[src/rtl/mnee_pkg.sv]
`timescale 1ns / 1ps

package mnee_pkg;

  // Field and datapath widths
  localparam int TICK_W     = 28;
  localparam int BYTE_W     = 8;
  localparam int CH_W       = 4;
  localparam int KIND_W     = 3;
  localparam int REC_W      = 48;
  localparam int USEC_W     = 24;
  localparam int PROD_W     = TICK_W + USEC_W;
  localparam int DEN_W      = 35;
  localparam int TPQ_W      = 15;
  localparam int UNIT_W     = 2;
  localparam int KEY_COUNT  = 128;
  localparam int KEY_W      = $clog2(KEY_COUNT);
  localparam int CFG_IDX_W  = 8;
  localparam int CFG_DATA_W = 15;

  localparam int FRAC_BITS_DEF = 16;
  localparam int QUEUE_DEPTH   = 2;

  // Register map
  localparam logic [CFG_IDX_W-1:0] REG_TIME_UNIT = 8'd0;
  localparam logic [CFG_IDX_W-1:0] REG_TPQ       = 8'd1;

  typedef enum logic [UNIT_W-1:0] {
    UNIT_TICKS = 2'd0,
    UNIT_BEATS = 2'd1,
    UNIT_SEC   = 2'd2,
    UNIT_MSEC  = 2'd3
  } unit_e;

  localparam logic [TPQ_W-1:0]  TPQ_RESET  = 15'd480;
  localparam logic [USEC_W-1:0] USEC_RESET = 24'd500000;

  // Status and meta codes
  localparam logic [BYTE_W-1:0] ST_META      = 8'hFF;
  localparam logic [3:0]        ST_SYS_NIB   = 4'hF;
  localparam logic [3:0]        DRUM_CH      = 4'h9;
  localparam logic [BYTE_W-1:0] CMD_NOTE_ON  = 8'h90;
  localparam logic [BYTE_W-1:0] CMD_NOTE_OFF = 8'h80;
  localparam logic [BYTE_W-1:0] CMD_CTRL     = 8'hB0;
  localparam logic [BYTE_W-1:0] CMD_PROG     = 8'hC0;
  localparam logic [BYTE_W-1:0] META_TEMPO   = 8'h51;
  localparam logic [BYTE_W-1:0] META_METER   = 8'h58;
  localparam logic [BYTE_W-1:0] META_KEYSIG  = 8'h59;

  // Conversion constants
  localparam logic [19:0] USEC_PER_SEC = 20'd1000000;
  localparam logic [9:0]  USEC_PER_MS  = 10'd1000;
  localparam logic [25:0] USEC_PER_MIN = 26'd60000000;
  localparam logic [REC_W-1:0] TIME_MAX = 48'h7FFF_FFFF_FFFF;

  typedef enum logic [2:0] {
    OP_NOTE_ON,
    OP_NOTE_OFF,
    OP_CTRL,
    OP_PROG,
    OP_SET_TEMPO,
    OP_SET_METER,
    OP_SET_KEY
  } op_e;

  typedef enum logic [KIND_W-1:0] {
    KIND_NOTE   = 3'd0,
    KIND_CTRL   = 3'd1,
    KIND_PROG   = 3'd2,
    KIND_TEMPO  = 3'd3,
    KIND_METER  = 3'd4,
    KIND_KEYSIG = 3'd5
  } kind_e;

  typedef struct packed {
    op_e               op;
    logic [TICK_W-1:0] tick;
    logic [BYTE_W-1:0] track;
    logic [CH_W-1:0]   ch;
    logic [BYTE_W-1:0] d1;
    logic [BYTE_W-1:0] d2;
    logic [BYTE_W-1:0] d3;
    logic [BYTE_W-1:0] d4;
    logic [BYTE_W-1:0] d5;
  } entry_t;

  typedef struct packed {
    unit_e            unit;
    logic [TPQ_W-1:0] tpq;
  } cfg_t;

endpackage

[src/rtl/mnee_if.sv]
`timescale 1ns / 1ps

interface mnee_evt_if;
  import mnee_pkg::*;
  logic              valid;
  logic              ready;
  logic [TICK_W-1:0] abs_tick;
  logic [BYTE_W-1:0] track_num;
  logic [BYTE_W-1:0] status_byte;
  logic [BYTE_W-1:0] data_one;
  logic [BYTE_W-1:0] data_two;
  logic [BYTE_W-1:0] data_three;
  logic [BYTE_W-1:0] data_four;
  logic [BYTE_W-1:0] data_five;
  modport source (output valid, abs_tick, track_num, status_byte, data_one, data_two,
                  data_three, data_four, data_five, input ready);
  modport sink (input valid, abs_tick, track_num, status_byte, data_one, data_two,
                data_three, data_four, data_five, output ready);
endinterface


[src/rtl/mnee_front.sv]
`timescale 1ns / 1ps

module mnee_front (
  input  logic                clk_i,
  input  logic                rst_ni,
  mnee_evt_if.sink            evt,
  output logic                push_o,
  output mnee_pkg::entry_t    entry_o,
  input  logic                q_ready_i
);
  import mnee_pkg::*;

  logic   keep;
  op_e    op;
  logic [BYTE_W-1:0] cmd;
  logic   accept;
  logic   f_valid_q;
  entry_t f_entry_q;

  // Classify the incoming event; drums and unknown codes are dropped
  always_comb begin
    keep = 1'b1;
    op   = OP_CTRL;
    cmd  = (evt.status_byte[7:4] == ST_SYS_NIB) ? evt.status_byte
                                                : {evt.status_byte[7:4], 4'h0};
    if (evt.status_byte == ST_META && evt.data_one == META_TEMPO) begin
      op = OP_SET_TEMPO;
    end else if (evt.status_byte[3:0] == DRUM_CH) begin
      keep = 1'b0;
    end else begin
      unique case (cmd)
        CMD_NOTE_ON: begin
          op = (evt.data_two != '0) ? OP_NOTE_ON : OP_NOTE_OFF;
        end
        CMD_NOTE_OFF: op = OP_NOTE_OFF;
        CMD_CTRL:     op = OP_CTRL;
        CMD_PROG:     op = OP_PROG;
        ST_META: begin
          if (evt.data_one == META_METER) begin
            op = OP_SET_METER;
          end else if (evt.data_one == META_KEYSIG) begin
            op = OP_SET_KEY;
          end else begin
            keep = 1'b0;
          end
        end
        default: keep = 1'b0;
      endcase
    end
  end

  assign evt.ready = !f_valid_q || q_ready_i;
  assign accept    = evt.valid && evt.ready;

  // Hold one classified item until the queue takes it
  always_ff @(posedge clk_i or negedge rst_ni) begin
    if (!rst_ni) begin
      f_valid_q <= 1'b0;
    end else if (accept) begin
      f_valid_q <= keep;
    end else if (q_ready_i) begin
      f_valid_q <= 1'b0;
    end
  end

  always_ff @(posedge clk_i) begin
    if (accept) begin
      f_entry_q.op    <= op;
      f_entry_q.tick  <= evt.abs_tick;
      f_entry_q.track <= evt.track_num;
      f_entry_q.ch    <= evt.status_byte[3:0];
      f_entry_q.d1    <= evt.data_one;
      f_entry_q.d2    <= evt.data_two;
      f_entry_q.d3    <= evt.data_three;
      f_entry_q.d4    <= evt.data_four;
      f_entry_q.d5    <= evt.data_five;
    end
  end

  assign push_o  = f_valid_q;
  assign entry_o = f_entry_q;

endmodule

[src/flat_wrapper.sv]
// flat-port wrapper written by rule: the top's interface ports become plain ports
module mnee_front_flat import mnee_pkg::*;
  (clk_i, rst_ni, push_o, entry_o, q_ready_i, evt_valid, evt_abs_tick, evt_track_num, evt_status_byte, evt_data_one, evt_data_two, evt_data_three, evt_data_four, evt_data_five, evt_ready);
  mnee_evt_if evt_i ();
  input  logic clk_i;
  input  logic rst_ni;
  output logic push_o;
  output mnee_pkg::entry_t entry_o;
  input  logic q_ready_i;
  input wire logic [$bits(evt_i.valid)-1:0] evt_valid;
  input wire logic [$bits(evt_i.abs_tick)-1:0] evt_abs_tick;
  input wire logic [$bits(evt_i.track_num)-1:0] evt_track_num;
  input wire logic [$bits(evt_i.status_byte)-1:0] evt_status_byte;
  input wire logic [$bits(evt_i.data_one)-1:0] evt_data_one;
  input wire logic [$bits(evt_i.data_two)-1:0] evt_data_two;
  input wire logic [$bits(evt_i.data_three)-1:0] evt_data_three;
  input wire logic [$bits(evt_i.data_four)-1:0] evt_data_four;
  input wire logic [$bits(evt_i.data_five)-1:0] evt_data_five;
  output wire logic [$bits(evt_i.ready)-1:0] evt_ready;
  assign evt_i.valid = evt_valid;
  assign evt_i.abs_tick = evt_abs_tick;
  assign evt_i.track_num = evt_track_num;
  assign evt_i.status_byte = evt_status_byte;
  assign evt_i.data_one = evt_data_one;
  assign evt_i.data_two = evt_data_two;
  assign evt_i.data_three = evt_data_three;
  assign evt_i.data_four = evt_data_four;
  assign evt_i.data_five = evt_data_five;
  assign evt_ready = evt_i.ready;
  mnee_front u_core (.clk_i(clk_i), .rst_ni(rst_ni), .evt(evt_i), .push_o(push_o), .entry_o(entry_o), .q_ready_i(q_ready_i));
endmodule
[config.mk]
export PLATFORM = sky130hd
export DESIGN_NAME = mnee_front_flat
export DESIGN_NICKNAME = d
export VERILOG_FILES = /design/src/rtl/mnee_pkg.sv /design/src/rtl/mnee_if.sv /design/src/rtl/mnee_front.sv /design/src/flat_wrapper.sv
export SDC_FILE = /design/constraint.sdc
export NUM_CORES = 1
export LEC_CHECK = 0
export BUFFER_PORTS_ARGS = -buffer_cell sky130_fd_sc_hd__buf_2
export CORE_ASPECT_RATIO = 0.8
export CORE_MARGIN = 2
export CORE_UTILIZATION = 45
export CTS_CLUSTER_SIZE = 40
export DETAILED_ROUTE_END_ITERATION = 8
export MAX_ROUTING_LAYER = met4
export PLACE_DENSITY = 0.92
export SYNTH_ARGS = -nofsm -noshare
export SYNTH_HDL_FRONTEND = slang
export SYNTH_SLANG_ARGS = --single-unit
[constraint.sdc]
create_clock -name clk_i -period 6 [get_ports clk_i]
set_clock_uncertainty 0.05 [all_clocks]
set_input_delay 0.3 -clock clk_i [delete_from_list [all_inputs] [get_ports clk_i]]
set_output_delay 0.3 -clock clk_i [all_outputs]
set_load 0.05 [all_outputs]
# == Word-level counts from Yosys, hierarchy flattened ==
# Cells that the tools add are included.
# totals
ff_bits,84
inputBits,88
output_inout_bits,85
word_cells,43
# classes
n_eq_ne,11
n_mux,13
reduce_logical,8
# op_table
operator,count
$eq A8 B8 Y1 const B,6
$eq A8 B7 Y1 const B,3
$pmux W3 S4,1
$mux W3,3
$eq A4 B4 Y1 const B,2
$reduce_bool A8 Y1,1
$mux W1,7
$mux W4,1
$reduce_or A4 Y1,1
$logic_and A1 B1 Y1,2
$pmux W1 S2,1
$reduce_bool A2 Y1,1
$reduce_or A2 Y1,1
$logic_not A1 Y1,1
$logic_or A1 B1 Y1,1

# == Depth between registers and ports, before layout ==
# depth
word_depth,8
ltp_mapped,4
mapped_depth_nobuf,4

# == Worst setup path before layout ==
# Ideal clock, no wire load.
# synth_timing
path_type,register to register
startpoint,"register u_core.f_valid_q, in the netlist u_core.push_o"
endpoint,register u_core.f_entry_q (netlist bit u_core.entry_o[0]) (enable)
setup_time_ps,450
t_arrival_ps,3068
t_required_ps,5500
setup_slack_ps,2431
path_stages_with_launch,3
path_buffers,0
period_less_slack_ps,3569
cell_sequence,dfrtp_1 -> nand2b_1 -> and2_1
# synth_between
elab_chain_cells,3
# synth_lines
element,line_no,source
from (decl),mnee_front.sv:17,logic f_valid_q;
from (signal assigned),mnee_front.sv:60,f_valid_q <= keep;
$logic_not A1 Y1,mnee_front.sv:52,assign evt.ready = !f_valid_q || q_ready_i;
$logic_or A1 B1 Y1,mnee_front.sv:52,
via evt_ready,flat_wrapper.sv:19,output wire logic [$bits(evt_i.ready)-1:0] evt_ready;
$logic_and A1 B1 Y1,mnee_front.sv:53,assign accept = evt.valid && evt.ready;
via u_core.accept,mnee_front.sv:16,logic accept;
to (decl),mnee_front.sv:18,entry_t f_entry_q;
# The timed path passes the listed nets, and every way through them passes these cells.
# A chain may end at the register's enable or synchronous reset.

# == Worst setup path after layout ==
# layout_timing
startpoint,"register u_core.f_valid_q, in the netlist u_core.push_o"
endpoint,register u_core.f_entry_q (netlist bit u_core.entry_o[60]) (enable)
# layout_between
elab_chain_cells,3
# layout_lines
element,line_no
$logic_not A1 Y1,mnee_front.sv:52
$logic_or A1 B1 Y1,mnee_front.sv:52
$logic_and A1 B1 Y1,mnee_front.sv:53
via u_core.accept,mnee_front.sv:16
# The timed path passes the listed nets, and every way through them passes these cells.

==> results.yml <==
timing:
  drv_slew: 0
  min_period_ns: 1.82
  fin_setup_tns_ns: 0
  fin_crit_sh_pct: 30.3
  final-hold-violation-count: 0
  fmax_mhz: 549
  rsz0062_at_grt: "false"
  relSlewSlack_pct: 29.9
  worst_pin_slew_ns: 1.05
  setup_violations: 0
finish:
  multi_input_area_um2: 196
  nNetsFinal: 383
  diodes: 0
  num-fill-cells: 438
  regArea_um2: 2520
  drive_gt1_share_pct: 64.0
  instances_no_fill: 381
  final_cell_mix: "buf_2 (172), edfxtp_1 (83), clkbuf_8 (9), nand2_1 (4)"
  mostFrequentLayoutCell: "buf_2"
  area_delta_synth_final_pct: 45.0
setup_path:
  crit_type: "flip-flop to flip-flop"
  cp.depth: 2
  crit_slowest_cell: "and2_4"
  slowest_delay_ns: 0.84
  startpoint: "u_core.push_o$_DFFE_PN0P_"
  crit_arrival_ns: 1.73
  path_max_fanout: 83
  reg2reg_from: "u_core.push_o$_DFFE_PN0P_"
  crit_chain: "nand2b_1 > and2_4"
  crit_path_start_kind: "flip-flop"
  critical-path-top-delay-family: "simple AND/OR/NAND/NOR gates"
  required_ns: 5.91
  r2r_cells: 2
  cp.buffers_inverters: 0
  endpoint_kind: "flip-flop"
worst_hold_path:
  hold_depth: 1
  worst_hold_startpoint: "evt_data_four[7]"
  hp-class: "input port to flip-flop"
clock_network:
  cts_tree: "yes"
  cts_num_sinks: 84
  post_cts.resized_instances: 0
  worstSkewPairLatency_ns: 0.34
  cts-root-buf: "clkbuf_8"
  cts_buffers: 9
  clkTransAtPathRegs_ns: 0.09
  cts.path.max_buffers: 2
  cts.htree.levels: 3
placed_design:
  dp_hpwl_um: 4810
  dpl.cell_count: 364
  portBuffers: 172
  gp_congestion: 0.816
drt:
  wl_um: 6270
  via_per_inst: 4.70
  vias: 1789
  first_iter_violations: 111
  first_pass_iters: 4
  ant_nets: 0
  wl_per_cell_um: 16.5
  drc_errors: 0
pwr:
  p_sw_share_pct: 26.8
  vdd_ir_drop_max_mv: 0.131
  internal_power_mw: 1.01
  power_leakage_nw: 1.68
  power_density_nw_per_um2: 352
  seqPwrFrac_pct: 50.4
  share_comb_of_total_power_pct: 15.3
  p_clk_share_pct: 34.3
  power_switching_mw: 0.371
logic_synthesis:
  async_flop_share_pct: 1.19
  synth_nets: 199
  yosysTopAreaCell: "edfxtp_1"
  synth.avg_cell_area_um2: 24.4
  synth_area_um2: 2710
  postSynthCellCount: 111
  synth_edf_count: 83
  synth_top_family_by_area: "simple AND/OR/NAND/NOR gates"
  synth_mux_area_share_pct: 0.369
  yosysSeqAreaShare_pct: 92.8
  synthXorXnorAreaFrac_pct: 0
  synth_fa_ha_area_share_pct: 0
  ys_types: 21
  synth_compound_area_share_pct: 1.71
  ys_seq_elements: 84
  yosysWarnings: 0
  synthFlopType: "edfxtp_1"
  synth-simple-area-share_pct: 5.08
  ys_top_cells_by_area: "edfxtp_1 (92%), nand4bb_1 (1.2%), dfrtp_1 (0.92%)"
  yosys.area.top_type_share_pct: 91.9
die:
  io_pins: 173
  rows: 25
  start_util_pct: 46.1
  die_area_um2: 6670
  die_y_um: 73.4
  die_w_um: 90.8
  core_um2: 5880
global_route:
  gr-total-overflow: 0
  antenna_found_initial: 0
  grt_max_degree: 84
  grt_pass1_wl_um: 8810
  grtUsageTotal_pct: 19.3
  grt_pass1_vias: 1680
status:
  status: "complete, no violations"
flow_run:
  max_cap_violations: 0
area by class of cell:
class                      instances  share of cell area [%]
sequential                        84                    64.0
timing repair buffer             173                    22.2
multi-input combinational         27                    5.00
clock buffer                       9                    3.15
clock inverter                     7                    3.09
tap                               81                    2.58
power by group through the flow:
| stage | logic [mW] | registers (mW) | clock network (mW) |
|---|---|---|---|
| global route | 0.221 | 0.702 | 0.506 |
| finish | 0.212 | 0.698 | 0.475 |
| floorplan | 0.0180 | 0.839 | 0 |
| CTS | 0.214 | 0.699 | 0.483 |
| global placement | 0.209 | 0.710 | 0 |
| detailed placement | 0.213 | 0.712 | 0 |
synthesized netlist by cell type, types with 2 or more instances:
| cell type | instances |
|---|---|
| nor2_1 | 2 |
| nand2_1 | 4 |
| nand4bb_1 | 3 |
| nor3_1 | 2 |
| edfxtp_1 | 83 |
| nand2b_1 | 2 |
routing by layer:
| layer | vias to the layer above | global-route usage [%] | share of wire (%) | wire length (um) |
|---|---|---|---|---|
| met3 | 10 | 7.28 | 8.5 | 536 |
| li1 | 823 | - | - | - |
| met5 | - | - | 0 | 0 |
| met2 | 110 | 32.5 | 53 | 3330 |
| met1 | 846 | 20.7 | 36 | 2270 |
| met4 | 0 | 9.09 | 2.3 | 142 |
path summary, 6_finish.rpt:
path / end / slack [ns]
setup / recovery: u_core.entry_o[60]$_DFFE_PP_ / 4.18
hold / removal: u_core.entry_o[15]$_DFFE_PP_ / 0.08
setup reg to reg: u_core.entry_o[60]$_DFFE_PP_ / 4.18
hold reg to reg: u_core.push_o$_DFFE_PN0P_ / 0.59
max in group asynchronous: u_core.push_o$_DFFE_PN0P_ / 5.61
min in group asynchronous: u_core.push_o$_DFFE_PN0P_ / 0.21
kinds of logic after synthesis:
logic type,Yosys count
multiplexers,1
AND/OR/NAND/NOR,20
AO/OA/AOI/OAI,6
flip-flops,84
what timing repair did:
item | in CTS | in global routing
setup buffers | 0 | 0
hold endpoints to repair | 1 | 0
hold buffers | 1 | 0
flip-flops by register name, indices dropped and copies added (netlist names):
name / count
u_core.push_o: 1
u_core.entry_o: 83
metrics by stage:
stage                     cell area (um^2)  setup slack, ns  utilization, %  total power [mW]  hold WS (ns)
final                                 3930             4.18            66.9              1.39        0.0815
after floorplan                       2710             2.43               -             0.857       -0.0456
after global placement                3680             4.21            62.5             0.918        0.0257
after global routing                  3930             4.07            66.9              1.43        0.0523
after CTS                             3930             4.18            66.9              1.40        0.0630
after detailed placement              3680             4.18            62.5             0.925        0.0265
Power figures use the tool's default switching activity.
