## src/rtl/mnee_pkg.sv

```systemverilog
`timescale 1ns / 1ps

package mnee_pkg;

  // Field and datapath widths
  localparam int TICK_W     = 28;
  localparam int BYTE_W     = 8;
  localparam int CH_W       = 4;
  localparam int KIND_W     = 3;
  localparam int REC_W      = 48;
  localparam int USEC_W     = 24;
  localparam int PROD_W     = TICK_W + USEC_W;
  localparam int DEN_W      = 35;
  localparam int TPQ_W      = 15;
  localparam int UNIT_W     = 2;
  localparam int KEY_COUNT  = 128;
  localparam int KEY_W      = $clog2(KEY_COUNT);
  localparam int CFG_IDX_W  = 8;
  localparam int CFG_DATA_W = 15;

  localparam int FRAC_BITS_DEF = 16;
  localparam int QUEUE_DEPTH   = 2;

  // Register map
  localparam logic [CFG_IDX_W-1:0] REG_TIME_UNIT = 8'd0;
  localparam logic [CFG_IDX_W-1:0] REG_TPQ       = 8'd1;

  typedef enum logic [UNIT_W-1:0] {
    UNIT_TICKS = 2'd0,
    UNIT_BEATS = 2'd1,
    UNIT_SEC   = 2'd2,
    UNIT_MSEC  = 2'd3
  } unit_e;

  localparam logic [TPQ_W-1:0]  TPQ_RESET  = 15'd480;
  localparam logic [USEC_W-1:0] USEC_RESET = 24'd500000;

  // Status and meta codes
  localparam logic [BYTE_W-1:0] ST_META      = 8'hFF;
  localparam logic [3:0]        ST_SYS_NIB   = 4'hF;
  localparam logic [3:0]        DRUM_CH      = 4'h9;
  localparam logic [BYTE_W-1:0] CMD_NOTE_ON  = 8'h90;
  localparam logic [BYTE_W-1:0] CMD_NOTE_OFF = 8'h80;
  localparam logic [BYTE_W-1:0] CMD_CTRL     = 8'hB0;
  localparam logic [BYTE_W-1:0] CMD_PROG     = 8'hC0;
  localparam logic [BYTE_W-1:0] META_TEMPO   = 8'h51;
  localparam logic [BYTE_W-1:0] META_METER   = 8'h58;
  localparam logic [BYTE_W-1:0] META_KEYSIG  = 8'h59;

  // Conversion constants
  localparam logic [19:0] USEC_PER_SEC = 20'd1000000;
  localparam logic [9:0]  USEC_PER_MS  = 10'd1000;
  localparam logic [25:0] USEC_PER_MIN = 26'd60000000;
  localparam logic [REC_W-1:0] TIME_MAX = 48'h7FFF_FFFF_FFFF;

  typedef enum logic [2:0] {
    OP_NOTE_ON,
    OP_NOTE_OFF,
    OP_CTRL,
    OP_PROG,
    OP_SET_TEMPO,
    OP_SET_METER,
    OP_SET_KEY
  } op_e;

  typedef enum logic [KIND_W-1:0] {
    KIND_NOTE   = 3'd0,
    KIND_CTRL   = 3'd1,
    KIND_PROG   = 3'd2,
    KIND_TEMPO  = 3'd3,
    KIND_METER  = 3'd4,
    KIND_KEYSIG = 3'd5
  } kind_e;

  typedef struct packed {
    op_e               op;
    logic [TICK_W-1:0] tick;
    logic [BYTE_W-1:0] track;
    logic [CH_W-1:0]   ch;
    logic [BYTE_W-1:0] d1;
    logic [BYTE_W-1:0] d2;
    logic [BYTE_W-1:0] d3;
    logic [BYTE_W-1:0] d4;
    logic [BYTE_W-1:0] d5;
  } entry_t;

  typedef struct packed {
    unit_e            unit;
    logic [TPQ_W-1:0] tpq;
  } cfg_t;

endpackage

```

## src/rtl/mnee_fifo.sv

```systemverilog
`timescale 1ns / 1ps

module mnee_fifo #(
  parameter int DEPTH = 2
) (
  input  logic             clk_i,
  input  logic             rst_ni,
  input  logic             push_i,
  input  mnee_pkg::entry_t entry_i,
  output logic             ready_o,
  input  logic             pop_i,
  output logic             valid_o,
  output mnee_pkg::entry_t entry_o
);
  import mnee_pkg::*;

  localparam int PTR_W = (DEPTH > 1) ? $clog2(DEPTH) : 1;

  entry_t           mem_q [DEPTH];
  logic [PTR_W-1:0] wr_q;
  logic [PTR_W-1:0] rd_q;
  logic [PTR_W:0]   cnt_q;
  logic             do_push;
  logic             do_pop;

  assign ready_o = cnt_q != (PTR_W+1)'(DEPTH);
  assign valid_o = cnt_q != '0;
  assign do_push = push_i && ready_o;
  assign do_pop  = pop_i && valid_o;
  assign entry_o = mem_q[rd_q];

  // Advance pointers with wrap at the depth
  always_ff @(posedge clk_i or negedge rst_ni) begin
    if (!rst_ni) begin
      wr_q  <= '0;
      rd_q  <= '0;
      cnt_q <= '0;
    end else begin
      if (do_push) begin
        wr_q <= (wr_q == PTR_W'(DEPTH - 1)) ? '0 : wr_q + 1'b1;
      end
      if (do_pop) begin
        rd_q <= (rd_q == PTR_W'(DEPTH - 1)) ? '0 : rd_q + 1'b1;
      end
      if (do_push && !do_pop) begin
        cnt_q <= cnt_q + 1'b1;
      end else if (do_pop && !do_push) begin
        cnt_q <= cnt_q - 1'b1;
      end
    end
  end

  always_ff @(posedge clk_i) begin
    if (do_push) begin
      mem_q[wr_q] <= entry_i;
    end
  end

endmodule

```

## config.mk

```make
export PLATFORM = sky130hd
export DESIGN_NAME = mnee_fifo
export DESIGN_NICKNAME = d
export VERILOG_FILES = /design/src/rtl/mnee_pkg.sv /design/src/rtl/mnee_fifo.sv
export SDC_FILE = /design/constraint.sdc
export NUM_CORES = 1
export LEC_CHECK = 0
export BUFFER_PORTS_ARGS = -buffer_cell sky130_fd_sc_hd__buf_2
export CAP_MARGIN = 40
export CORE_ASPECT_RATIO = 1.25
export CORE_UTILIZATION = 40
export CTS_CLUSTER_DIAMETER = 100
export DETAILED_ROUTE_END_ITERATION = 8
export PLACE_DENSITY = 0.63
export SLEW_MARGIN = 20
export SYNTH_ARGS = -nofsm -noshare
export SYNTH_HDL_FRONTEND = slang
export SYNTH_SLANG_ARGS = --single-unit
export TNS_END_PERCENT = 30
```

## constraint.sdc

```tcl
create_clock -name clk_i -period 4.65 [get_ports clk_i]
set_input_delay 1.1625 -clock clk_i [delete_from_list [all_inputs] [get_ports clk_i]]
set_output_delay 1.1625 -clock clk_i [all_outputs]
set_load 0.02 [all_outputs]
```

---- Word level (Yosys, flattened, before mapping) ----
Memories as Yosys holds them, arrays and structs flattened.
Index checks and enable logic that the tools add are counted.
word-level totals
  word-level logic and storage cells ...... 23
  register bits after elaboration ......... 4
  memory bits (writable) .................. 166
  bits of input ports ..................... 87
  output and inout bits ................... 85
  memories kept ........................... 1
memory list
  memory  words  bits a word  read ports  clocked after Yosys merged registers in  write ports  line             text
  mem_q   2      83           1           0                                        1            mnee_fifo.sv:19  entry_t mem_q [DEPTH];
operators by class
  $add $sub $neg .......................... 4
  equal/unequal tests ..................... 1
  reductions and logical operators ........ 8
  mux-type cells .......................... 6
operators with widths
  kind                   count
  $logic_and A1 B1 Y1    4
  $mux W1                4
  $mux W2                2
  $reduce_bool A2 Y1     2
  $add A1 B1 Y1 const B  2
  $add A2 B1 Y2 const B  1
  $logic_not A1 Y1       2
  $ne A2 B2 Y1 const B   1
  $sub A2 B1 Y2 const B  1

---- Logic depth before layout (Yosys ltp) ----
Gate-level depths: netlist of the first run.
  word-level depth ........................ 6
  mapped depth ............................ 7
  mapped depth without buffers ............ 7

---- Worst setup path before layout of the first run ----
Ideal clock, no wire load.
  path kind ............................... input to register
  start ................................... input push_i
  end ..................................... memory mem_q[0][0] (netlist bit) (enable)
  cell stages on the path ................. 2
  path buffers ............................ 0
  library setup time ...................... 0.525 ns
  data required time ...................... 4.125 ns
  path slack .............................. -0.595 ns
  data arrival time ....................... 4.720 ns
  path through ............................ nand2_1 -> nor2_1
on the way
  longest elaborated chain between the ends .. 3
ends and longest elaborated chain
  element                        line             text
  start, declared                mnee_fifo.sv:8   input logic push_i,
  $logic_and A1 B1 Y1            mnee_fifo.sv:28  assign do_push = push_i && ready_o;
  $mux W1                        mnee_fifo.sv:54  if (do_push) begin
  $mux W1 (not written as such)  mnee_fifo.sv:55  mem_q[wr_q] <= entry_i;
  end, declared                  mnee_fifo.sv:19
Every way passes these cells.

==> results.md, run 1 <==
* Post-CTS Setup Bufs at 0
* HPWL after DPL at 7.58 mm
* Hold Crit Class: flip-flop to flip-flop
* Synth Area in Simple Gates at 0.526%
* Largest net degree at the start of global routing at 50
* CP startpoint: rd_q$_DFFE_PN0P_
* Lkg Pwr at 3.21 nW
* Die width at 115 µm
* Crit-path slowest cell: dfrtp_4
* Vias at 3,143
* Register Area at 5090 µm²
* Synth Net Count at 364
* Post-synthesis sequential area ratio at 79.1%
* WS Path Type: flip-flop to primary output
* Routed WL at 11.3 mm
* Mux contribution to synthesized area at 18.0%
* Worst setup EP type: primary output
* Cell area power density at 664 nW/µm²
* Routability congestion estimate at 0.731
* Initial Util at 41.1%
* Fmax at 0.293 GHz
* Routed Antenna Nets at 0
* Outcome: completed
* CTS root buf: clkbuf_16
* Setup tns final at 0 ps
* Mean Syn Cell Area at 23.3 µm²
* Vias in the first global route at 3,267
* Worst-skew pair later-pin latency at 420 ps
* Synth warnings at 0
* CTS Buffer Depth at 2
* Setup violation total in the final timing report at 0
* Crit-path max FO at 49
* Yosys top cell by area: edfxtp_1
* Fin. max-slew vios at 0
* Tightest Pin Transition at 672 ps
* Drt wl/cell at 16.4 µm
* Synth Register Bits at 170
* Netlist cell types at 15
* Synth area leaders: edfxtp_1 (78%), mux2_4 (14%), mux2_2 (4.0%), dfrtp_1 (1.6%), buf_6 (1.2%)
* Vias per std cell at 4.56
* Die area at 16,600 µm²
* Share of the synthesized area in the top cell type at 77.6%
* Initial antenna violation count at 2
* DIE HEIGHT at 144 µm
* Hold buffers post-CTS at 0
* Max_slew headroom at 55.2%
* CTS tree: yes
* First-pass GRT wire length at 16.6 mm
* Layout Nets at 552
* Post-synthesis cell area at 6430 µm²
* Congestion Overflow GR at 0
* Slowest stage delay, CP at 850 ps
* Reg-to-Reg Start: cnt_q[0]$_DFFE_PN0P_
* I/O Buffers at 171
* # IOs at 172
* Peak VDD IR at 0.315 mV
* DRT Pass-1 Iters at 3
* Data required, critical path at 3490 ps
* RSZ-0062 raised after global routing: no
* Num rows at 51
* CP cell instances: buf_12 > mux2_2 > buf_2
* Critical path buffers and inverters at 2
* Area of the multi-input gates at 1260 µm²
* Max-Cap Viols at 0
* Final Skew at 5.47 ps
* Residual DRC count at 0
* Pre-CTS setup slack at 1620 ps
* CTS Buf Count at 17
* Combinational family with the most area after synthesis: multiplexers
* Total GRT Usage at 14.0%
* Hold Violations, Final at 0
* Post-synthesis adder-cell area fraction at 0.195%
* Share of layout cells above drive strength 1 at 61.1%
* Min cycle time layout at 3410 ps
* Final period util at 73.4%
* Fill cell count at 1,302
* Total clock sinks at 170
* Synth Instances at 276
* First-iteration detailed-routing DRC count at 133
* Synth Area in Compound Gates at 0%
* Post-Synth XOR/XNOR Area at 0.681%
* CP top delay family: flip-flops
* CP arrival at 2250 ps
* Final Util at 52.1%
* Clk slew on worst S/H paths at 60 ps
* Post-CTS resize count at 0
* Htree depth at 4
* HP Start: cnt_q[1]$_DFFE_PN0P_
* Area of the core at 15,600 µm²
* Final worst-path setup slack at 1240 ps
* Layout area overhead at 26.7%
* Startpoint Class: flip-flop
==> cell usage after synthesis <==
library cell	number
mux2_4	60
dfrtp_1	4
nand2_1	2
nor2_1	2
buf_2	2
and3_1	1
nand2b_1	1
mux2_2	23
inv_1	1
ha_1	1
xnor2_1	3
edfxtp_1	166
xor2_1	2
buf_6	7
or2_2	1
==> worst register-to-register path, cell delays in order (launching register included) <==
cell and delay (ps):
dfrtp_1 400, nand2b_1 170, nand2_1 150, nor2_4 400, buf_16 230, buf_12 260
==> metal layers <==
layer  global-route usage [%]  vias to the layer above  wire length [µm]
met1                     14.7                     1524              4330
li1                         -                     1473                 -
met3                     5.36                       29               707
met4                     8.89                        0               417
met5                        0                        -                 0
met2                     23.4                      117              5850
==> layout make-up <==
type / count / area share [%]
diodes: 2 / 0.0615
clock buffers: 22 / 5.46
clock inverters: 8 / 1.21
inverters: 1 / 0.0461
multi-input cells: 96 / 15.5
flip-flops and latches: 170 / 62.5
well taps: 212 / 3.26
repair buffers: 178 / 12.0
==> cell usage in the layout (no fill, tap or decap) <==
cell type,count
nand2b_1,1
buf_2,171
dfrtp_1,3
edfxtp_1,166
inv_1,1
mux2_2,23
nor2_4,1
xor2_1,2
clkinv_2,3
nor2_1,1
or2_2,1
nand2_1,2
buf_16,2
mux2_4,60
and3_4,1
clkbuf_16,17
clkinv_4,1
buf_4,3
clkbuf_1,5
diode_2,2
xnor2_1,3
clkinvlp_4,2
dfrtp_4,1
buf_12,2
ha_1,1
bufinv_16,2
==> registers in the layout (all words and copies together) (netlist names) <==
| name | flops |
|---|---|
| cnt_q | 2 |
| wr_q | 1 |
| mem_q | 166 |
| rd_q | 1 |
==> report_power, final <==
group / switching [W] / leakage, nW / internal [W]
combinational: 0.000995 / 1.36 / 0.000835
clock: 0.000528 / 0.260 / 0.000782
sequential: 0.000170 / 1.59 / 0.00210
==> through the flow <==
| stage | cells | instance area (µm²) | hold WS (ps) | total power, W |
|---|---|---|---|---|
| 2_1_floorplan | 276 | 6430 | 456 | 0.00362 |
| 3_3_place_gp | 655 | 7540 | 477 | 0.00410 |
| 3_5_place_dp | 657 | 7590 | 491 | 0.00417 |
| 4_1_cts | 687 | 8140 | 506 | 0.00550 |
| 5_1_grt | 688 | 8140 | 528 | 0.00566 |
| 6_report | 689 | 8140 | 497 | 0.00540 |
==> cells by family (layout without fill, tap and decap cells) <==
kind of cell             after synthesis  count (layout)
flip-flops                           170             170
AND/OR/NAND/NOR                        7               7
adder cells (fa/ha/maj)                1               1
XOR/XNOR                               5               5
multiplexers                          83              83
buffers and inverters                 10             209
other                                  0               2
==> worst paths after layout <==
kind	cells after the start	slack, ps	to
hold / removal	1	500	cnt_q[1]$_DFFE_PN0P_
hold reg to reg	1	500	cnt_q[1]$_DFFE_PN0P_
setup reg to reg	5	2710	mem_q[0][17]$_DFFE_PP_
max in group asynchronous	1	3970	rd_q$_DFFE_PN0P_
min in group asynchronous	1	540	cnt_q[0]$_DFFE_PN0P_
setup / recovery	3	1240	entry_o[70]
Note: power is estimated with default switching activity, not from simulation.
==> run 2: changes to the inputs <==
Settings changed: PLACE_DENSITY 0.63 to 0.6.
Clock period 4.65 ns to 3.4 ns, I/O delays scaled along.
==> run 2 against run 1 <==
Against the previous run:
- die area unchanged
- critical path type unchanged
- first-iteration DRC count down 17%
- non-clock buffer count down 1
- total power up 35%
- sequential share of layout area up 0.49 points
- critical path depth unchanged
- setup slack worse by 640 ps
- register-to-register slack worse by 1100 ps
- global-route usage about the same
- wire length down 1.7%
- core utilization down 0.41 points
- largest cell class unchanged
==> results.md, run 2 (synthesis gave the netlist of run 1 again) <==
* Drt wl/cell at 16.2 µm (-1.4%)
* Layout Nets at 551 (-0.18%)
* WS Path Type: flip-flop to primary output
* Data required, critical path at 2550 ps (-940 ps)
* Initial antenna violation count at 2 (unchanged)
* Tightest Pin Transition at 664 ps (-8.43 ps)
* Max_slew headroom at 55.7% (+0.56 points)
* Routed Antenna Nets at 0 (unchanged)
* DIE HEIGHT at 144 µm (unchanged)
* Register Area at 5090 µm² (unchanged)
* Most frequent cells in the layout: buf_2 (171), edfxtp_1 (166), mux2_4 (60), mux2_2 (23), clkbuf_16 (17)
* Startpoint Class: flip-flop
* Final period util at 82.5%
* Fill cell count at 1,282 (-1.5%)
* Post-CTS Setup Bufs at 0 (unchanged)
* Routability congestion estimate at 0.691 (-5.6%)
* Hold Violations, Final at 0 (unchanged)
* Die area at 16,600 µm² (unchanged)
* Congestion Overflow GR at 0 (unchanged)
* Lkg Pwr at 3.17 nW (-1.1%)
* Max reg flops at 166 (unchanged)
* Final Power at 0.00729 W (+35%)
* Cell area power density at 902 nW/µm² (+36%)
* Residual DRC count at 0 (unchanged)
* Peak VDD IR at 0.414 mV (+31%)
* Slowest stage delay, CP at 690 ps (-160 ps)
* Vias in the first global route at 3,309 (+1.3%)
* Total GRT Usage at 14.0% (-0.015 points)
* Total clock sinks at 170 (unchanged)
* Worst setup EP type: primary output
* Area of the core at 15,600 µm² (unchanged)
* Outcome: completed
* Clk slew on worst S/H paths at 60 ps (about the same)
* Largest register by flop count: mem_q
* First-iteration detailed-routing DRC count at 111 (-17%)
* Layout area overhead at 25.7%
* Most common cell after layout, fill and taps aside: buf_2
* Worst-skew pair later-pin latency at 420 ps (about the same)
* Min cycle time layout at 2800 ps
* Die width at 115 µm (unchanged)
* Largest net degree at the start of global routing at 48 (-4.0%)
* Hold buffers post-CTS at 0 (unchanged)
* Crit-path slowest cell: dfrtp_4
* Vias at 3,145 (+0.064%)
* Num rows at 51 (unchanged)
* Htree depth at 4 (unchanged)
* Vias per std cell at 4.58 (+0.35%)
* Fmax at 0.357 GHz
* RSZ-0062 raised after global routing: no
* Reg-to-Reg Start: cnt_q[0]$_DFFE_PN0P_
* Initial Util at 41.1% (unchanged)
* R2r worst-path depth at 4 (-1)
* Share of layout cells above drive strength 1 at 60.3% (-0.72 points)
* I/O Buffers at 171 (unchanged)
* CP arrival at 1950 ps (-300 ps)
* Crit-path max FO at 32 (-35%)
* Final Skew at 9.21 ps (+3.74 ps)
* Setup violation total in the final timing report at 0 (unchanged)
* Routed WL at 11.1 mm (-1.7%)
* CTS Buf Count at 17 (unchanged)
* HPWL after DPL at 7.27 mm (-4.1%)
* Largest regs: mem_q: 166 flops, cnt_q: 2 flops
* CTS Buffer Depth at 2 (unchanged)
* Max-Cap Viols at 0 (unchanged)
* First-pass GRT wire length at 16.8 mm (+0.96%)
* CP cell instances: buf_12 > mux2_2 > buf_2
* Area of the multi-input gates at 1260 µm² (unchanged)
* # IOs at 172 (unchanged)
* Fin. max-slew vios at 0 (unchanged)
* Hold Crit Class: primary input to asynchronous set/reset pin
* Flop-to-flop setup slack at 1620 ps (-1090 ps)
* Post-CTS resize count at 0 (unchanged)
* CTS root buf: clkbuf_16
* R2r endpoint: mem_q[0][4]$_DFFE_PP_
* DRT Pass-1 Iters at 4 (+1)
* CTS tree: yes
* Setup tns final at 0 ps (unchanged)
==> run 2: changes by cell type in the layout (fill, tap and decap cells not counted), sizes merged <==
cell | previous run | this run
buf | 178 | 177
bufinv | 2 | 1
clkbuf | 22 | 21
clkinvlp | 2 | 3
diode | 2 | 1
inv | 1 | 2
==> run 2: how the worst max path moves through the flow <==
| stage | from | endpoint | slack (ps) | cells past startpoint |
|---|---|---|---|---|
| CTS | rd_q$_DFFE_PN0P_ | entry_o[67] | 530 | 3 |
| global placement | rd_q$_DFFE_PN0P_ | entry_o[67] | 1000 | 3 |
| floorplan | push_i | mem_q[1][0]$_DFFE_PP_ | 130 | 1 |
| finish | rd_q$_DFFE_PN0P_ | entry_o[67] | 600 | 3 |
| detailed placement | rd_q$_DFFE_PN0P_ | entry_o[67] | 990 | 3 |
| global route | rd_q$_DFFE_PN0P_ | entry_o[67] | 480 | 3 |
==> run 2: cell type report <==
cell class                 count  area share (%)
sequential                   170            63.0
clock buffer                  21            5.45
tap                          212            3.28
multi-input combinational     96            15.6
inverter                       1          0.0465
clock inverter                 9           0.945
antenna                        1          0.0310
timing repair buffer         177            11.6
==> run 2: through the flow <==
| step | instance area [µm²] | utilization (%) | hold slack [ps] | setup WS (ps) | std cells |
|---|---|---|---|---|---|
| after floorplan | 6430 | - | 456 | 128 | 276 |
| after global placement | 7560 | 48.3 | 477 | 996 | 656 |
| after detailed placement | 7560 | 48.3 | 475 | 992 | 656 |
| after CTS | 8080 | 51.7 | 208 | 532 | 686 |
| after global routing | 8080 | 51.7 | 211 | 485 | 686 |
| final | 8080 | 51.7 | 227 | 597 | 687 |
==> run 2: worst max-delay path, delay by kind of cell, from the launching register on <==
family | cells | cell delay, ps
muxes | 1 | 360
DFF | 1 | 690
buffers and inverters | 2 | 480
==> run 2: report_power, final <==
group	switching (W)	total (W)	internal, W	leakage (nW)
registers	0.000184	0.00305	0.00287	1.59
clock network	0.000729	0.00172	0.000990	0.240
logic	0.00140	0.00252	0.00112	1.35
total	0.00231	0.00729	0.00498	3.17
==> run 2: metal layers <==
metal  global-route usage [%]  vias up  part of all wire (%)
li1                         -     1469                     -
met1                     14.3     1552                    37
met2                     25.1      105                    54
met3                     4.81       17                   6.3
met4                     6.77        2                   1.8
met5                        0        -                  0.12
